==> src/tape_machine_executor_defines.svh <==
// ----------------------------------------------------------------------------
// tape machine executor assertion macros
// concurrent checks clocked on clock and disabled while reset is high
// ----------------------------------------------------------------------------
`ifndef TAPE_MACHINE_EXECUTOR_DEFINES_SVH
`define TAPE_MACHINE_EXECUTOR_DEFINES_SVH

// same-cycle implication
`define TME_ASSERT_IMPLIES(label, ante, cons) \
   label: assert property (@(posedge clock) disable iff (reset) (ante) |-> (cons)) \
      else $error("tme: same-cycle check failed");

// next-cycle implication
`define TME_ASSERT_NEXT(label, ante, cons) \
   label: assert property (@(posedge clock) disable iff (reset) (ante) |=> (cons)) \
      else $error("tme: next-cycle check failed");

// invariant
`define TME_ASSERT_ALWAYS(label, expr) \
   label: assert property (@(posedge clock) disable iff (reset) (expr)) \
      else $error("tme: invariant failed");

`endif

==> src/tme_pkg.sv <==
// ----------------------------------------------------------------------------
// tme_pkg
// opcodes, result kinds, controller states and the command and status
// bundles shared by the tape machine executor modules
// ----------------------------------------------------------------------------
package tme_pkg;

   localparam int AmountW    = 16;
   localparam int ReqDataW   = 64;
   localparam int RspDataW   = 32;

   // reset value of the tape size register
   localparam int TapeSizeReset = 32768;

   // step reduction walks the 16 magnitude bits from the top down
   localparam logic [3:0] RED_TOP = 4'd15;

   // opcodes; invalid, fork and unused codes fall to the default arm
   localparam logic [3:0] OP_ADD   = 4'd1;
   localparam logic [3:0] OP_MUL   = 4'd2;
   localparam logic [3:0] OP_SET   = 4'd3;
   localparam logic [3:0] OP_SCAN  = 4'd4;
   localparam logic [3:0] OP_MOVE  = 4'd5;
   localparam logic [3:0] OP_JZ    = 4'd6;
   localparam logic [3:0] OP_JNZ   = 4'd7;
   localparam logic [3:0] OP_IO    = 4'd8;
   localparam logic [3:0] OP_DEBUG = 4'd10;
   localparam logic [3:0] OP_HALT  = 4'd11;

   typedef enum logic [2:0] {
      RES_NEXT,
      RES_JUMP,
      RES_HOLD,
      RES_HALT,
      RES_BAD,
      RES_OUT
   } res_type;

   typedef enum logic [2:0] {
      ST_CLEAR,
      ST_IDLE,
      ST_EXEC,
      ST_REDUCE,
      ST_FIX,
      ST_MADDR,
      ST_MWRITE,
      ST_SCAN
   } state_type;

   typedef struct packed {
      logic    accept;
      logic    clr_step;
      logic    cell_wr;
      logic    mul_load;
      logic    mul_wr;
      logic    ptr_move;
      logic    rd_next;
      logic    red_step;
      logic    red_fix;
      logic    scan_step;
      logic    finish;
      res_type res;
   } cmd_type;

   typedef struct packed {
      logic [3:0] op;
      logic       io_write;
      logic       cell_zero;
      logic       step_ok;
      logic       red_last;
      logic       scan_full;
      logic       rsp_free;
      logic       clr_last;
   } sts_type;

endpackage

==> src/tme_ctrl.sv <==
// ----------------------------------------------------------------------------
// tme_ctrl
// sequencer for the tape machine executor: tape clear after reset, item
// accept, execute, step reduction, multiply read-modify-write and scan loop
// ----------------------------------------------------------------------------
module tme_ctrl (
   input  logic              clock,
   input  logic              reset,
   input  logic              req_tvalid,
   output logic              req_tready,
   input  tme_pkg::sts_type  sts,
   output tme_pkg::cmd_type  cmd
);

   tme_pkg::state_type state_ff;
   tme_pkg::state_type state_in;

   logic             fin;
   logic             fin_wr;
   logic             fin_move;
   logic             fin_mul_wr;
   tme_pkg::res_type fin_res;

   always_ff @(posedge clock) begin
      if (reset) begin
         state_ff <= tme_pkg::ST_CLEAR;
      end else begin
         state_ff <= state_in;
      end
   end

   always_comb begin
      state_in   = state_ff;
      cmd        = '0;
      cmd.res    = tme_pkg::RES_NEXT;
      req_tready = 1'b0;
      fin        = 1'b0;
      fin_wr     = 1'b0;
      fin_move   = 1'b0;
      fin_mul_wr = 1'b0;
      fin_res    = tme_pkg::RES_NEXT;

      unique case (state_ff)
         tme_pkg::ST_CLEAR: begin
            cmd.clr_step = 1'b1;
            if (sts.clr_last) begin
               state_in = tme_pkg::ST_IDLE;
            end
         end
         tme_pkg::ST_IDLE: begin
            req_tready = 1'b1;
            if (req_tvalid) begin
               cmd.accept = 1'b1;
               state_in   = tme_pkg::ST_EXEC;
            end
         end
         tme_pkg::ST_EXEC: begin
            unique case (sts.op) inside
               tme_pkg::OP_ADD, tme_pkg::OP_SET: begin
                  fin    = 1'b1;
                  fin_wr = 1'b1;
               end
               tme_pkg::OP_IO: begin
                  fin = 1'b1;
                  if (sts.io_write) begin
                     fin_res = tme_pkg::RES_OUT;
                  end else begin
                     fin_wr = 1'b1;
                  end
               end
               tme_pkg::OP_JZ: begin
                  fin     = 1'b1;
                  fin_res = sts.cell_zero ? tme_pkg::RES_JUMP : tme_pkg::RES_NEXT;
               end
               tme_pkg::OP_JNZ: begin
                  fin     = 1'b1;
                  fin_res = sts.cell_zero ? tme_pkg::RES_NEXT : tme_pkg::RES_JUMP;
               end
               tme_pkg::OP_DEBUG: begin
                  fin = 1'b1;
               end
               tme_pkg::OP_HALT: begin
                  fin     = 1'b1;
                  fin_res = tme_pkg::RES_HALT;
               end
               tme_pkg::OP_MOVE: begin
                  if (sts.step_ok) begin
                     fin      = 1'b1;
                     fin_move = 1'b1;
                  end else begin
                     state_in = tme_pkg::ST_REDUCE;
                  end
               end
               tme_pkg::OP_MUL: begin
                  if (sts.cell_zero) begin
                     fin = 1'b1;
                  end else if (sts.step_ok) begin
                     state_in = tme_pkg::ST_MADDR;
                  end else begin
                     state_in = tme_pkg::ST_REDUCE;
                  end
               end
               tme_pkg::OP_SCAN: begin
                  state_in = sts.step_ok ? tme_pkg::ST_SCAN : tme_pkg::ST_REDUCE;
               end
               default: begin
                  fin     = 1'b1;
                  fin_res = tme_pkg::RES_BAD;
               end
            endcase
         end
         tme_pkg::ST_REDUCE: begin
            cmd.red_step = 1'b1;
            if (sts.red_last) begin
               state_in = tme_pkg::ST_FIX;
            end
         end
         tme_pkg::ST_FIX: begin
            cmd.red_fix = 1'b1;
            state_in    = tme_pkg::ST_EXEC;
         end
         tme_pkg::ST_MADDR: begin
            // target cell read issued here, product registered alongside
            cmd.mul_load = 1'b1;
            cmd.rd_next  = 1'b1;
            state_in     = tme_pkg::ST_MWRITE;
         end
         tme_pkg::ST_MWRITE: begin
            // keep the target cell on the read port while the write waits
            cmd.rd_next = 1'b1;
            fin         = 1'b1;
            fin_mul_wr  = 1'b1;
         end
         tme_pkg::ST_SCAN: begin
            if (sts.cell_zero || sts.scan_full) begin
               fin     = 1'b1;
               fin_res = sts.cell_zero ? tme_pkg::RES_NEXT : tme_pkg::RES_HOLD;
            end else begin
               cmd.ptr_move  = 1'b1;
               cmd.rd_next   = 1'b1;
               cmd.scan_step = 1'b1;
            end
         end
         default: begin
            state_in = tme_pkg::ST_CLEAR;
         end
      endcase

      // final tape write and result load wait for room in the output register
      if (fin && sts.rsp_free) begin
         cmd.finish   = 1'b1;
         cmd.res      = fin_res;
         cmd.cell_wr  = fin_wr;
         cmd.mul_wr   = fin_mul_wr;
         cmd.ptr_move = cmd.ptr_move | fin_move;
         state_in     = tme_pkg::ST_IDLE;
      end
   end

endmodule

==> config.mk <==
export PLATFORM = sky130hd
export DESIGN_NAME = tme_ctrl
export DESIGN_NICKNAME = d
export VERILOG_FILES = /design/src/tape_machine_executor_defines.svh /design/src/tme_pkg.sv /design/src/tme_ctrl.sv
export SDC_FILE = /design/constraint.sdc
export NUM_CORES = 1
export LEC_CHECK = 0
export BUFFER_PORTS_ARGS = -buffer_cell sky130_fd_sc_hd__clkbuf_2
export CAP_MARGIN = 25
export CORE_MARGIN = 2
export CORE_UTILIZATION = 35
export CTS_BUF_LIST = sky130_fd_sc_hd__clkbuf_2
export DETAILED_ROUTE_END_ITERATION = 7
export GPL_ROUTABILITY_DRIVEN = 0
export GPL_TIMING_DRIVEN = 1
export PLACE_DENSITY = 0.74
export SLEW_MARGIN = 0
export SYNTH_ARGS = -nofsm -noshare
export SYNTH_HDL_FRONTEND = slang
export SYNTH_SLANG_ARGS = --single-unit
==> constraint.sdc <==
create_clock -name clock -period 1.6 [get_ports clock]
set_clock_uncertainty 0.05 [all_clocks]
set_input_delay 0.08 -clock clock [delete_from_list [all_inputs] [get_ports clock]]
set_output_delay 0.08 -clock clock [all_outputs]
set_load 0.005 [all_outputs]
After elaboration in Yosys (flattened, before gate mapping):

Index checks and enable logic that the tools add are counted.

* equality and inequality tests: 29
* reduce and logical (&&, ||, !) cells: 11
* muxes and demuxes: 43
* bitwise gates (word level): 1

Operators by type and width (count)
* two-way mux 3 bit: 8
* two-way mux 1 bit: 22
* case mux 3 bit (6 select lines): 1
* equality test 4 x 3 -> 1 bit, second input constant: 4
* inequality test 3 bit, second input constant: 5
* case mux 3 bit (5 select lines): 1
* AND reduction 7 bit: 2
* equality test 3 bit, second input constant: 4
* equality test 4 bit, second input constant: 3
* inequality test 4 bit, second input constant: 3
* case mux 3 bit (3 select lines): 1
* equality test 4 x 2 -> 1 bit, second input constant: 2
* two-way mux 2 bit: 4
* nonzero test 7 bit: 1
* equality test 3 x 2 -> 1 bit, second input constant: 2
* inequality test 2 bit, second input constant: 3
* case mux 1 bit (3 select lines): 2
* case mux 3 bit (2 select lines): 1
* nonzero test 6 bit: 1
* OR reduction 2 bit: 3
* OR reduction 6 bit: 1
* inequality test 5 bit, second input constant: 1
* equality test 4 x 1 -> 1 bit, second input constant: 1
* two-way mux 4 bit: 1
* 6 further kinds: 7

* input port bits: 14
* output and inout bits: 15
* logic and storage cells: 86
* register bits after elaboration: 3

Depth between registers and ports, before layout:

* depth after elaboration: 6
* gate-level depth with buffers: 7
* mapped depth without buffers: 6

Least setup slack after synthesis:

OpenSTA, ideal clock, no wires.

* path kind: register to register
* start point: register state_ff[2]
* end point: register state_ff[0]
* path buffers: 1
* path slack: 139 ps
* data arrival time: 1337 ps
* stages on the path, launching flop included: 5
* clock period less this slack: 1461 ps
* cell sequence: dfxtp_1 buf_2 a2111oi_0 o21ai_0 a31oi_1

* longest elaborated chain between the ends: 5

Ends and longest elaborated chain
* start, declared: line tme_ctrl.sv:15 `tme_pkg::state_type state_ff;`
* start signal, assigned: line tme_ctrl.sv:26 `state_ff <= tme_pkg::ST_CLEAR;`
* start signal, assigned: line tme_ctrl.sv:28 `state_ff <= state_in;`
* equality test 3 bit / equality test 3 x 2 -> 1 bit (equally long branches): line tme_ctrl.sv:43 `unique case (state_ff)`
* case mux 1 bit (3 select lines): line tme_ctrl.sv:43
* logical AND 1 bit: line tme_ctrl.sv:150 `if (fin && sts.rsp_free) begin`
* inequality test 5 bit (no source line) (tied with other cells)
* AND reduction 7 bit (no source line)

Several ways; a longest one is shown, not always the timed one.
A chain may end at the register's enable or synchronous reset.

==> results.md <==
- Run status: finished, final reports clean
- Root Buffer: clkbuf_2
- Multi-input gate area: 455 um^2
- First-pass GRT wire length: roughly 2.4 mm
- Initial antenna violation count: 0
- Relative slew slack: between 70% and 80%
- Pin count of the biggest net entering global routing: 15
- Yosys reg bits: 3
- Max cap viols: 0
- Max Transition Viols Final: 0
- Slew @ Worst Pin: approximately 0.36 ns
- CTS Buf Count: 3
- P&R area growth vs syn: 54.3%
- # clock sinks: 3
- CTS HTree Levels: 1
- Mapped Nets: between 90 and 100
- Largest register by flop count: state_ff
- Rows: 14
- Synth async-reset ratio: 0%
- Syn Area/Cell: approximately 6.7 um^2
- Via-to-Cell Ratio: 5.27
- Final Hold Fails: 0
- Global Route Usage Sum: ~16%
- CTS tree: done
- Ys flop type: dfxtp_1
- Number of fillers in the final layout: roughly 150
- Nets: approximately 130
- Routed Wire Length: between 1.5 and 2 mm
- Clk_lat worst skew: 0.21 ns
- CTS Buffer Depth: 2
- Initial DRC count: 17
- Grt ovf: 0
- Vias: 706
- Count of input and output buffers: 28
- CP max FO: 7
- Post-DP HPWL: 1.16 mm
- Routed Antenna Nets: 0
- DIE HEIGHT: ~43 um
- Drc violations: 0
- Fin crit period: about 1.5 ns
- Final setup fails: 0
- Die Width: ~43 um
- Io pins: 29
- Placed cell count: roughly 130
- Final period util: between 90% and 100%
- Clock transition at the registers of the reported paths: 0.05 ns
- WHS: 0.0270 ns
- Number of distinct library cells after synthesis: 38
- Crit Path Class: flip-flop to primary output
- Core Region: 1470 um^2
- Warnings, synthesis: 0
- DR WL/cell: 11.9 um
- Power per cell area: between 700 and 800 nW/um^2
- RSZ-0062 raised after global routing: true
- Share of layout cells above drive strength 1: 53.4%
- Static Leakage: around 0.00038 uW
- Worst hold path type: input port to flip-flop
- EDFF count, synth: 0
- CP arrival: between 1 and 1.5 ns
- Sequential area share after synthesis: 11.2%
- Worst vdd ir: about 320 uV
- Critical Path Source Type: flip-flop
- Synth Cell Area: about 530 um^2
- Finished Layout Cells: 134
- N_diodes: 0
- Reg area: about 66 um^2
- Synth Instances: 80
- Largest regs: state_ff: 3 flops
- Max reg flops: 3
- F_max: between 600 and 700 MHz
- Die ar.: around 1900 um^2
- Crit end category: primary output
- Initial Util: a little over a third
- Vias in the first global route: between 600 and 700
- Drt first pass iters: 4
- WP data required: 1.47 ns
-- critical path: stages, from the launching register on --
cell and delay (ns):
dfxtp_4 0.36, buf_8 0.13, nand2b_4 0.07, nand3_2 0.08
a21oi_2 0.13, nand2_2 0.07, inv_2 0.09, and3_4 0.19
buf_6 0.09
-- cells in the final DEF (no fill, tap or decap), types with 2 or more instances in the layout --
master and instances:
o21ai_0 5, nor3b_1 2, nand2_1 8, buf_2 2, nor2b_1 4, nor3_1 2, nor2_1 14, nand2_2 2
nand3b_1 2, inv_1 2, a21oi_1 2, buf_4 12, clkbuf_2 29, dfxtp_2 2
-- path summary, 6_finish.rpt --
kind,end,slack (ns),depth (start not counted),startpoint
max,cmd[1],0.07,8,state_ff[0]$_SDFFE_PP0P_
min,state_ff[2]$_SDFFE_PP0P_,0.03,2,reset
max reg2reg,state_ff[0]$_SDFFE_PP0P_,0.16,5,state_ff[2]$_SDFFE_PP0P_
min reg2reg,state_ff[0]$_SDFFE_PP0P_,0.61,3,state_ff[2]$_SDFFE_PP0P_
-- cell type report --
| cell class | instances | area share, % |
|---|---|---|
| clock buffers | 4 | 2.43 |
| repair buffers | 41 | 30.5 |
| flip-flops and latches | 3 | 8.04 |
| inverters | 3 | 1.37 |
| multi-input cells | 67 | 55.2 |
| well taps | 16 | 2.43 |
-- through the flow --
stage / setup TNS [ns] / utilization [%] / worst slack [ns] / total power [uW] / cell area (um^2)
4_1_cts: 0 / 51.4 / 0.00674 / 505 / 756
5_1_grt: -0.0543 / 56.0 / -0.0351 / 633 / 825
2_1_floorplan: 0 / - / 0.139 / 274 / 534
3_5_place_dp: 0 / 49.0 / 0.160 / 381 / 721
3_3_place_gp: 0 / 49.0 / 0.131 / 377 / 721
6_report: 0 / 56.0 / 0.0667 / 579 / 825
-- cells in the mapped netlist, types with 2 or more instances --
cell type / n / share of area [%]
o21ai_0: 5 / 4.7
nor2b_1: 5 / 5.9
clkbuf_1: 2 / 1.4
or3_1: 2 / 2.3
nand3b_1: 2 / 2.8
dfxtp_1: 3 / 11
inv_1: 2 / 1.4
nor3b_1: 2 / 2.8
nand2_1: 9 / 6.3
a21oi_1: 3 / 2.8
buf_2: 3 / 2.8
nor3_1: 3 / 2.8
nor2_1: 14 / 9.8
-- kinds of logic (layout without fill, tap and decap cells) --
| logic type | after synthesis | count (layout) | synth area share, % |
|---|---|---|---|
| AND/OR/NAND/NOR | 48 | 48 | 51.3 |
| AO/OA/AOI/OAI | 18 | 18 | 24.6 |
| buffers and inverters | 10 | 48 | 11.2 |
| flip-flops | 3 | 3 | 11.2 |
| XOR/XNOR | 1 | 1 | 1.64 |
-- routing by layer --
metal | global-route usage, % | wire length [um] | vias up
met5 | 0 | 0 | -
met1 | 20.4 | 702 | 315
met4 | 9.09 | 0 | 0
met3 | 2.13 | 93 | 0
li1 | - | - | 362
met2 | 27.3 | 795 | 29
-- where the power goes --
group	total [uW]	leakage [uW]	internal, uW	switching, uW
combinational	356	0.000341	188	168
sequential	117	0.0000261	95.0	22.3
clock	106	0.0000166	66.0	40.0
-- repair_timing --
action                                  CTS  global route
endpoints found under the setup margin    3             4
cloned                                    0             0
pin swaps                                 0             3
resized for setup                         4            14
hold endpoints to repair                  0             0
setup buffers                             0             3
hold buffers                              0             0
(Power assumes the default switching activity.)
